--- config.mk ---
export PLATFORM = sky130hd
export DESIGN_NAME = quarter_wave_sine_interp
export DESIGN_NICKNAME = d
export VERILOG_FILES = /design/src/design/qwsi_pkg.sv /design/src/design/qwsi_decode.sv /design/src/design/qwsi_lut.sv /design/src/design/qwsi_interp.sv /design/src/design/quarter_wave_sine_interp.sv
export SDC_FILE = /design/constraint.sdc
export NUM_CORES = 1
export LEC_CHECK = 0
export BUFFER_PORTS_ARGS = -buffer_cell sky130_fd_sc_hd__buf_2
export CORE_MARGIN = 5
export CORE_UTILIZATION = 50
export DETAILED_ROUTE_END_ITERATION = 16
export HOLD_SLACK_MARGIN = 0.02
export PLACE_DENSITY_LB_ADDON = 0.05
export SLEW_MARGIN = 10
export SYNTH_ARGS = -nofsm -noshare
export SYNTH_HDL_FRONTEND = slang
export SYNTH_SLANG_ARGS = --single-unit
--- constraint.sdc ---
create_clock -name i_clk -period 7.1 [get_ports i_clk]
set_clock_uncertainty 0.05 [all_clocks]
set_input_delay 0.71 -clock i_clk [delete_from_list [all_inputs] [get_ports i_clk]]
set_output_delay 0.71 -clock i_clk [all_outputs]
set_load 0.01 [all_outputs]
--- src/design/qwsi_pkg.sv ---
// Shared types, constants and the quarter-wave sine table for the sine interpolator.
// No dependencies; every other file of the block imports this package.
`default_nettype none

package qwsi_pkg;

    // Phase word layout: full circle is 2**PHASE_W.
    localparam int PHASE_W   = 14;
    localparam int QUAD_LSB  = 12;
    localparam int QUAD_W    = 2;

    // Quadrant bits: the low bit mirrors the index, the high bit negates.
    localparam int QUAD_MIRROR_BIT = 0;
    localparam int QUAD_NEGATE_BIT = 1;

    // Table: 16 segments over a quarter wave, 17 entries, 15-bit magnitudes.
    localparam int TBL_SEG_BITS = 4;
    localparam int TBL_POS_W    = TBL_SEG_BITS + 1;
    localparam int TBL_LAST     = 16;
    localparam int MAG_W        = 15;
    localparam int SINE_W       = 16;

    // Stream word widths, padded to whole bytes.
    localparam int S_TDATA_W = 16;
    localparam int M_TDATA_W = 16;

    // Default widths of the index and fraction fields.
    localparam int QW_INDEX_BITS    = 4;
    localparam int QW_FRACTION_BITS = 8;

    typedef logic [MAG_W-1:0]     t_mag;
    typedef logic [TBL_POS_W-1:0] t_tbl_pos;
    typedef logic [QUAD_W-1:0]    t_quad;

    // Load strobes for the two registered stages of the interpolation unit.
    typedef struct packed {
        logic mul;
        logic sum;
    } t_interp_ld;

    // Fraction width actually usable below the index field.
    function automatic int frac_width(input int index_bits, input int fraction_bits);
        int room;
        room = QUAD_LSB - index_bits;
        return (fraction_bits > room) ? room : fraction_bits;
    endfunction

    // 32767 * sin(pos * 90 / 16 degrees).
    function automatic t_mag quarter_sine(input t_tbl_pos pos);
        t_mag v;
        case (pos)
            5'd0:    v = 15'd0;
            5'd1:    v = 15'd3211;
            5'd2:    v = 15'd6392;
            5'd3:    v = 15'd9511;
            5'd4:    v = 15'd12539;
            5'd5:    v = 15'd15446;
            5'd6:    v = 15'd18204;
            5'd7:    v = 15'd20787;
            5'd8:    v = 15'd23169;
            5'd9:    v = 15'd25329;
            5'd10:   v = 15'd27244;
            5'd11:   v = 15'd28897;
            5'd12:   v = 15'd30272;
            5'd13:   v = 15'd31356;
            5'd14:   v = 15'd32137;
            5'd15:   v = 15'd32609;
            default: v = 15'd32767;
        endcase
        return v;
    endfunction

endpackage

`default_nettype wire

--- src/design/qwsi_decode.sv ---
// First pipeline stage: rounds the phase and splits it into quadrant, index and fraction.
// Depends on qwsi_pkg.
`default_nettype none

module qwsi_decode
    import qwsi_pkg::*;
#(
    parameter int INDEX_BITS    = QW_INDEX_BITS,
    parameter int FRACTION_BITS = QW_FRACTION_BITS
) (
    input  wire logic                  i_clk,
    input  wire logic                  i_load,
    input  wire logic [PHASE_W-1:0]    i_phase,
    output logic      [INDEX_BITS:0]   o_idx_lo,
    output logic      [INDEX_BITS:0]   o_idx_hi,
    output logic      [frac_width(INDEX_BITS, FRACTION_BITS)-1:0] o_frac,
    output t_quad                      o_quad
);

    localparam int IDX_OFF  = QUAD_LSB - INDEX_BITS;
    localparam int FW       = frac_width(INDEX_BITS, FRACTION_BITS);
    localparam int FRAC_OFF = IDX_OFF - FW;

    logic [PHASE_W-1:0]    w_phase;
    logic [INDEX_BITS-1:0] w_idx;
    logic [INDEX_BITS:0]   n_idx_lo;

    // Half an LSB of the fraction is added when bits are dropped below it.
    generate
        if (FRAC_OFF > 0) begin : g_round
            localparam logic [PHASE_W-1:0] HALF = PHASE_W'(1) << (FRAC_OFF - 1);
            assign w_phase = i_phase + HALF;
        end else begin : g_exact
            assign w_phase = i_phase;
        end
    endgenerate

    always_comb begin
        w_idx = w_phase[IDX_OFF +: INDEX_BITS];
        if (w_phase[QUAD_LSB + QUAD_MIRROR_BIT]) begin
            w_idx = ~w_idx;
        end
        n_idx_lo = {1'b0, w_idx};
    end

    always_ff @(posedge i_clk) begin
        if (i_load) begin
            o_idx_lo <= n_idx_lo;
            o_idx_hi <= n_idx_lo + (INDEX_BITS+1)'(1);
            o_frac   <= w_phase[FRAC_OFF +: FW];
            o_quad   <= w_phase[QUAD_LSB +: QUAD_W];
        end
    end

endmodule

`default_nettype wire

--- src/design/qwsi_lut.sv ---
// Second pipeline stage: looks up the two table entries that bound the segment.
// Depends on qwsi_pkg.
`default_nettype none

module qwsi_lut
    import qwsi_pkg::*;
#(
    parameter int INDEX_BITS = QW_INDEX_BITS,
    parameter int FW         = QW_FRACTION_BITS
) (
    input  wire logic                i_clk,
    input  wire logic                i_load,
    input  wire logic [INDEX_BITS:0] i_idx_lo,
    input  wire logic [INDEX_BITS:0] i_idx_hi,
    input  wire logic [FW-1:0]       i_frac,
    input  wire t_quad               i_quad,
    output t_mag                     o_x1,
    output t_mag                     o_x2,
    output logic      [FW-1:0]       o_frac,
    output t_quad                    o_quad
);

    localparam int SH_W = INDEX_BITS + 1 + TBL_SEG_BITS;

    // Scale an index onto the 16-segment table; a wider index repeats entries.
    function automatic t_tbl_pos to_pos(input logic [INDEX_BITS:0] idx);
        logic [SH_W-1:0] s;
        s = {idx, {TBL_SEG_BITS{1'b0}}} >> INDEX_BITS;
        return (s > SH_W'(TBL_LAST)) ? TBL_POS_W'(TBL_LAST) : s[TBL_POS_W-1:0];
    endfunction

    always_ff @(posedge i_clk) begin
        if (i_load) begin
            o_x1   <= quarter_sine(to_pos(i_idx_lo));
            o_x2   <= quarter_sine(to_pos(i_idx_hi));
            o_frac <= i_frac;
            o_quad <= i_quad;
        end
    end

endmodule

`default_nettype wire

--- src/design/qwsi_interp.sv ---
// Third and fourth pipeline stages: scales the segment slope by the fraction,
// then adds or subtracts it from the segment end and applies the sign. Depends on qwsi_pkg.
`default_nettype none

module qwsi_interp
    import qwsi_pkg::*;
#(
    parameter int FW = QW_FRACTION_BITS
) (
    input  wire logic              i_clk,
    input  wire t_interp_ld        i_ld,
    input  wire t_mag              i_x1,
    input  wire t_mag              i_x2,
    input  wire logic [FW-1:0]     i_frac,
    input  wire t_quad             i_quad,
    output logic      [SINE_W-1:0] o_sine
);

    t_mag                r_base;
    logic [MAG_W+FW-1:0] r_prod;
    t_quad               r_quad;

    t_mag                w_diff;
    t_mag                w_approx;
    t_mag                w_mag;
    logic [SINE_W-1:0]   n_sine;

    // The table rises monotonically, so the slope is never negative.
    assign w_diff = i_x2 - i_x1;

    always_ff @(posedge i_clk) begin
        if (i_ld.mul) begin
            r_prod <= w_diff * i_frac;
            r_base <= i_quad[QUAD_MIRROR_BIT] ? i_x2 : i_x1;
            r_quad <= i_quad;
        end
    end

    always_comb begin
        w_approx = r_prod[FW +: MAG_W];
        w_mag    = r_quad[QUAD_MIRROR_BIT] ? (r_base - w_approx) : (r_base + w_approx);
        n_sine   = r_quad[QUAD_NEGATE_BIT] ? (SINE_W'(0) - {1'b0, w_mag}) : {1'b0, w_mag};
    end

    always_ff @(posedge i_clk) begin
        if (i_ld.sum) begin
            o_sine <= n_sine;
        end
    end

endmodule

`default_nettype wire

--- src/design/quarter_wave_sine_interp.sv ---
// Top level of the quarter-wave sine interpolator: stream ports, stage valids and flow control.
// Depends on qwsi_pkg, qwsi_decode, qwsi_lut and qwsi_interp.
`default_nettype none

// Phase-to-sine converter for oscillator and synthesizer data paths. Each input word carries
// a 14-bit phase (full circle = 16384); the top two bits select the quadrant, the next
// INDEX_BITS bits index a 17-entry quarter-wave table and the bits below that interpolate
// linearly between two neighboring entries. Each output word carries the signed 16-bit sine
// scaled by 32767, always within -32767 to 32767. The block is a four-stage pipeline: phase
// decode and index mirroring, table lookup, slope multiplication, and final add with sign.
// It accepts one word per clock unless every stage is full and the output stalls, and returns
// one word per accepted word, in order. An accepted word passes through the decode, lookup,
// multiply and output registers in that order before it shows on the output. Every stage
// holds its own valid bit, so bubbles are squeezed out when the output stalls, and the
// input stays ready as long as any stage is empty.

module quarter_wave_sine_interp
    import qwsi_pkg::*;
#(
    parameter int INDEX_BITS    = QW_INDEX_BITS,
    parameter int FRACTION_BITS = QW_FRACTION_BITS
) (
    input  wire logic                 i_clk,
    input  wire logic                 i_rst_n,
    // Input word: tdata[13:0] phase_angle, tdata[15:14] zero.
    input  wire logic                 i_s_tvalid,
    output logic                      o_s_tready,
    input  wire logic [S_TDATA_W-1:0] i_s_tdata,
    // Output word: tdata[15:0] sine_value.
    output logic                      o_m_tvalid,
    input  wire logic                 i_m_tready,
    output logic      [M_TDATA_W-1:0] o_m_tdata
);

    localparam int FW      = frac_width(INDEX_BITS, FRACTION_BITS);
    localparam int NSTAGES = 4;

    // One valid bit per pipeline stage; the last one is the output register.
    logic [NSTAGES-1:0] r_vld;
    logic [NSTAGES-1:0] n_vld;
    logic [NSTAGES-1:0] w_adv;

    logic [INDEX_BITS:0] w_idx_lo;
    logic [INDEX_BITS:0] w_idx_hi;
    logic [FW-1:0]       w_frac1;
    t_quad               w_quad1;
    t_mag                w_x1;
    t_mag                w_x2;
    logic [FW-1:0]       w_frac2;
    t_quad               w_quad2;
    t_interp_ld          w_ld;
    logic [SINE_W-1:0]   w_sine;

    // A stage may take new data when it is empty or when its content moves on.
    always_comb begin
        w_adv[NSTAGES-1] = !r_vld[NSTAGES-1] || i_m_tready;
        for (int k = NSTAGES - 2; k >= 0; k--) begin
            w_adv[k] = !r_vld[k] || w_adv[k+1];
        end
        n_vld[0] = i_s_tvalid;
        for (int k = 1; k < NSTAGES; k++) begin
            n_vld[k] = r_vld[k-1];
        end
    end

    always_ff @(posedge i_clk) begin
        if (!i_rst_n) begin
            r_vld <= '0;
        end else begin
            for (int k = 0; k < NSTAGES; k++) begin
                if (w_adv[k]) begin
                    r_vld[k] <= n_vld[k];
                end
            end
        end
    end

    assign o_s_tready = w_adv[0];
    assign o_m_tvalid = r_vld[NSTAGES-1];
    assign o_m_tdata  = w_sine;

    // Payload registers load only together with a valid word from upstream.
    assign w_ld.mul = w_adv[2] && r_vld[1];
    assign w_ld.sum = w_adv[3] && r_vld[2];

    qwsi_decode #(
        .INDEX_BITS    (INDEX_BITS),
        .FRACTION_BITS (FRACTION_BITS)
    ) u_decode (
        .i_clk    (i_clk),
        .i_load   (w_adv[0] && i_s_tvalid),
        .i_phase  (i_s_tdata[PHASE_W-1:0]),
        .o_idx_lo (w_idx_lo),
        .o_idx_hi (w_idx_hi),
        .o_frac   (w_frac1),
        .o_quad   (w_quad1)
    );

    qwsi_lut #(
        .INDEX_BITS (INDEX_BITS),
        .FW         (FW)
    ) u_lut (
        .i_clk    (i_clk),
        .i_load   (w_adv[1] && r_vld[0]),
        .i_idx_lo (w_idx_lo),
        .i_idx_hi (w_idx_hi),
        .i_frac   (w_frac1),
        .i_quad   (w_quad1),
        .o_x1     (w_x1),
        .o_x2     (w_x2),
        .o_frac   (w_frac2),
        .o_quad   (w_quad2)
    );

    qwsi_interp #(
        .FW (FW)
    ) u_interp (
        .i_clk  (i_clk),
        .i_ld   (w_ld),
        .i_x1   (w_x1),
        .i_x2   (w_x2),
        .i_frac (w_frac2),
        .i_quad (w_quad2),
        .o_sine (w_sine)
    );

    // The output magnitude never exceeds 32767, so the most negative code never shows.
    a_no_min_code: assert property (@(posedge i_clk) disable iff (!i_rst_n)
        o_m_tvalid |-> (o_m_tdata != 16'h8000))
        else $error("sine output holds the most negative code");

    // With every stage full and the output stalled, no new word may be taken.
    a_full_blocks: assert property (@(posedge i_clk) disable iff (!i_rst_n)
        (&r_vld && !i_m_tready) |-> !o_s_tready)
        else $error("input accepted while the pipeline is full and stalled");

    // An accepted word occupies the first stage on the next cycle.
    a_accept_fills: assert property (@(posedge i_clk) disable iff (!i_rst_n)
        (i_s_tvalid && o_s_tready) |=> r_vld[0])
        else $error("accepted word did not enter the first stage");

    // A held word in the middle of the pipeline is not dropped.
    a_hold_keeps: assert property (@(posedge i_clk) disable iff (!i_rst_n)
        (r_vld[2] && !w_adv[2]) |=> r_vld[2])
        else $error("stalled word lost in the multiply stage");

endmodule

`default_nettype wire
# --- Word-level counts from Yosys, hierarchy flattened ---
# Memory sizes are Yosys's and may differ from the RTL's. A register that Yosys moved wholly into a read port is not among the register bits.
# Cells that the tools add are included.
# Widths: inputs -> output; s select.
word_totals:
  regBits: 89
  latchBits: 0
  mem_bits_rw: 0
  mem_bits_ro: 480
  in_bits: 20
  output_inout_bits: 18
  n_memories: 2
classes:
  n_addsub: 5
  n_mul: 1
  n_div: 0
  order_cmp: 2
  eq_ne: 0
  shifts: 0
  mux: 6
  bitwise_logic: 1
  n_reduce_logical: 12
mem_list:
  columns: ["name", "words", "word_bits", "rd", "rd_clocked_by_memory_dff", "wr", "line", "text"]
  rows:
  - ["(name not given)", 16, 15, 1, 1, 0, "qwsi_pkg.sv:51", "case (pos)"]
  - ["(name not given)", 16, 15, 1, 1, 0, "qwsi_pkg.sv:51", null]
op_table:
  columns: ["cell", "count"]
  rows:
  - ["$mux 15", 3]
  - ["$sub 15x15->15", 2]
  - ["$mul 15x8->23", 1]
  - ["$sub 1x15->16 const A", 1]
  - ["$add 15x15->15", 1]
  - ["$mux 5", 2]
  - ["$add 4x1->5 const B", 1]
  - ["$gt 4x5->1 const B", 1]
  - ["$gt 5x5->1 const B", 1]
  - ["$logic_and 1x1->1", 4]
  - ["$logic_not 1->1", 4]
  - ["$logic_or 1x1->1", 4]
  - ["$mux 4", 1]
  - ["$not 4->4", 1]

# --- Logic depth before layout (Yosys ltp) ---
logic_depth:
  ltp_word: 6
  mapped_depth: 26

# --- By module ---
# From an unflattened synthesis, not the netlist that was laid out.
unflattened:
  cells_unflattened: 1024
  area_unflattened_um2: 10301.1
by_module_without_submodules:
  columns: ["module", "instances", "cells_per_inst", "area_each_um2", "seq_area_each_um2"]
  rows:
  - ["qwsi_interp", 1, 784, 7269.5, 1441.4]
  - ["qwsi_lut", 1, 184, 2135.8, 1201.2]
  - ["qwsi_decode", 1, 39, 719.4, 570.5]
  - ["quarter_wave_sine_interp", 1, 17, 176.4, 80.1]

# --- Least setup slack after synthesis ---
# No wires, ideal clock.
synth_path:
  path_type: "register -> register"
  from: "register u_lut.o_x1[0]"
  to: "register u_interp.r_prod[20] (data pin)"
  setup_time_ns: 0.265
  arrival_ns: 5.642
  required_ns: 6.785
  setup_slack_ns: 1.143
  path_stages_with_launch: 26
  n_path_buf: 0
  path_cell_list: "edfxtp_1 -> ha_1 -> fa_1 -> nor2b_1 -> o21a_1 -> o21ai_0 -> a21oi_1 -> a21oi_1 -> xnor2_1 -> nand2_1 -> fa_1 -> inv_1 -> fa_1 -> fa_1 -> inv_1 -> fa_1 -> inv_1 -> ha_1 -> o21a_1 -> o21a_1 -> o21ai_0 -> a211oi_1 -> nor3_1 -> nand2b_1 -> o21ai_0 -> xor2_1"
synth_between:
  elab_chain_cells: 2
synth_rtl:
  columns: ["item", "line", "text"]
  rows:
  - ["start, declared", "qwsi_lut.sv:17", "output t_mag o_x1,"]
  - ["$sub 15x15->15", "qwsi_interp.sv:29", "assign w_diff = i_x2 - i_x1;"]
  - ["$mul 15x8->23", "qwsi_interp.sv:33", "r_prod <= w_diff * i_frac;"]
  - ["end signal, assigned", "qwsi_interp.sv:33", null]
  - ["end, declared", "qwsi_interp.sv:20", "logic [MAG_W+FW-1:0] r_prod;"]
# Every way passes these cells.
# A chain may end at the register's enable or synchronous reset.

# --- Worst setup path in the final report ---
layout_path:
  from: "register u_lut.o_x1[1]"
  to: "register u_interp.r_prod[20] (data pin)"
# Same word-level chain as after synthesis.

==> results.py <==
metrics = {
    "run_status": {
        "status": "complete, no violations",
    },
    "cells_and_area": {
        "area_delta_synth_final_pct": 8.41,
        "drive_above_1_share": 0.0840,
        "fin_area_sq_um": 10700,
        "layoutNonFillerInstCount": 1289,
        "nNetsFinal": 1201,
        "antenna_cells": 0,
    },
    "grt": {
        "overflow": 0,
        "grt_util_met3": 0.0259,
        "grt_max_degree": 41,
        "grt_pass1_wl_um": 33300,
        "antenna_found_initial": 0,
        "met2_usage": 0.316,
        "grt_usage": 0.184,
        "busiest_layer": "met2",
        "grt_pass1_vias": 6711,
        "use_met1": 0.254,
    },
    "clocking": {
        "cts_resized": 0,
        "cts_max_path_buffers": 2,
        "cts_tree": "built",
        "clock_sinks": 111,
        "numCtsBuffers": 9,
        "h-tree-depth": 3,
        "ctsHoldBuffers": 0,
        "postCtsSetupBuffers": 0,
        "clk_latency_ps": 350,
        "cts_root_buf": "clkbuf_16",
        "clk_pin_slew_ps": 70,
    },
    "synth": {
        "synth_cell_type_count": 63,
        "synth_top_cell_by_area": "edfxtp_1",
        "syn-cell-area_sq_um": 9880,
        "avgSynthCellArea_sq_um": 10.1,
        "yosysWarnings": 0,
        "synth.cells.most_frequent": "inv_1, edfxtp_1, nand2_1",
        "synth_most_common_cell": "inv_1",
        "synth_area_leaders": "edfxtp_1, fa_1, ha_1, inv_1, xnor2_1",
        "synth_nets": 1164,
        "async_flop_share": 0,
        "synth_top_area_share": 0.325,
        "synthFlopType": "edfxtp_1",
        "ys_ff_latch": 111,
        "syn_inst": 982,
        "synth-edff-count": 107,
        "seq_area_frac_synth": 0.333,
    },
    "route": {
        "drtAntennaViolNets": 0,
        "vias": 6742,
        "drc": 0,
        "drt-pass1-iter-count": 5,
        "avgRoutedWirePerCell_um": 15.1,
        "wl_um": 19500,
        "drt_iter0_drc": 324,
        "avgViaCountPerCell": 5.23,
    },
    "sta": {
        "rsz0062_at_grt": "false",
        "slew_headroom": 0.436,
        "tns_ps": 0,
        "finalHoldViolations": 0,
        "hold_slack_ps": 371,
        "finalCritPeriodShare": 0.926,
        "setup_violations": 0,
        "fmax_mhz": 152,
        "slew_violations": 0,
        "timing.final.crit_period_ps": 6570,
        "tightestPinTransition_ps": 840,
    },
    "pwr": {
        "leakage_uw": 0.00457,
        "p_per_area_nw_per_um2": 375,
        "finalPower_uw": 4020,
        "max-vdd-ir-drop_uv": 226,
    },
    "critical_path": {
        "crit_fanout": 8,
        "crit_required_ps": 7140,
        "path_class": "reg -> reg",
        "endpoint_kind": "register",
        "regToRegSetupSlack_ps": 530,
        "arrival_ps": 6620,
        "timing.rr.end": "u_interp.r_prod[20]$_DFFE_PP_",
        "start_kind": "register",
        "r2r_start": "u_lut.o_x1[1]$_SDFFCE_PP0P_",
        "worstRegToRegCells": 23,
    },
    "flow_run": {
        "maxCapViolations": 0,
    },
    "placed_design": {
        "place_area_sq_um": 10400,
        "dpl.hpwl_um": 15400,
        "dp.cells": 1273,
        "gp_congestion": 0.815,
        "placement.io_buffers": 35,
    },
    "die": {
        "rows": 51,
        "die_h_um": 151,
        "pin_count": 38,
        "core-area_sq_um": 19500,
        "fp.dieArea_sq_um": 22700,
        "start_util": 0.508,
        "die_w_um": 151,
    },
    "hold_path": {
        "min_to": "u_lut.o_frac[7]$_DFFE_PP_",
        "hp-start": "u_decode.o_frac[7]$_DFFE_PP_",
        "hold_class": "reg -> reg",
        "hold_depth": 0,
    },
}
stage by stage:
step	utilization	setup WS, ps
2_1_floorplan	-	1140
3_3_place_gp	0.536	539
6_report	0.551	526
4_1_cts	0.550	418
5_1_grt	0.551	46.1
3_5_place_dp	0.536	480
worst max-delay path by stage:
stage	end	cells after the start	slack, ps	start
floorplan	u_interp.r_prod[20]$_DFFE_PP_	25	1140	u_lut.o_x1[0]$_DFFE_PP_
finish	u_interp.r_prod[20]$_DFFE_PP_	23	530	u_lut.o_x1[1]$_SDFFCE_PP0P_
CTS	u_interp.r_prod[20]$_DFFE_PP_	22	420	u_lut.o_x1[1]$_SDFFCE_PP0P_
global placement	u_interp.r_prod[20]$_DFFE_PP_	22	540	u_lut.o_x1[1]$_SDFFCE_PP0P_
detailed placement	u_interp.r_prod[20]$_DFFE_PP_	22	480	u_lut.o_x1[1]$_SDFFCE_PP0P_
global route	u_interp.r_prod[20]$_DFFE_PP_	23	50	u_lut.o_x1[1]$_SDFFCE_PP0P_
flip-flops by register name, indices dropped and copies added (netlist names), 4 cells and up:
register / flops
u_lut.o_x1: 15
u_interp.r_base: 15
u_decode.o_idx_lo: 4
u_interp.o_sine: 16
r_vld: 4
u_decode.o_frac: 8
u_lut.o_x2: 15
u_decode.o_idx_hi: 5
u_interp.r_prod: 15
u_lut.o_frac: 8
power by group:
| group | internal, uW | switching (uW) |
|---|---|---|
| sequential | 940 | 71.3 |
| combinational | 1110 | 1430 |
| clock | 240 | 231 |
| total | 2290 | 1730 |
cells in the final DEF, fill, tap and decap left out, drive strengths merged, types with 24 or more instances in the layout:
master,instances
a21oi,39
and2,75
buf,50
edfxtp,107
fa,79
ha,83
inv,141
nand2,95
nor2,34
nor2b,24
o21ai,51
xnor2,54
routing by layer:
| metal | vias to the layer above | part of all wire |
|---|---|---|
| met5 | - | 0 |
| met4 | 0 | 0.0091 |
| met3 | 18 | 0.024 |
| met2 | 85 | 0.49 |
| met1 | 3266 | 0.48 |
| li1 | 3373 | - |
critical path, cell delays in order, from the launching register on:
cell and delay (ps):
edfxtp_1 450, inv_1 100, ha_1 220, nor2b_1 120
o21a_1 170, o21ai_0 340, nand2b_1 90, a21oi_1 180
xnor2_1 400, and2_1 250, fa_1 430, fa_1 490
fa_1 550, inv_1 50, fa_1 540, inv_1 50
ha_1 320, and3_1 200, a211oi_2 350, a211oi_1 190
nor3_1 340, nand2b_1 160, o21ai_0 110, xor2_1 150
final cells by class:
type	instances	area [sq um]
fillers	1773	8750
multi-input cells	708	6010
inverters	139	522
clock buffers	10	229
repair buffers	50	288
flip-flops and latches	111	3290
well taps	265	332
clock inverters	6	42.5
cells by family (layout without fill, tap and decap cells):
logic type	after synthesis	count (layout)	synth area share
simple gates	307	307	0.161
compound gates	163	163	0.109
buf+inv	163	205	0.0619
fa+ha+maj	162	162	0.265
flops	111	111	0.333
xor+xnor	68	68	0.0603
mux	8	8	0.00987
Note: power is estimated with default switching activity, not from simulation.
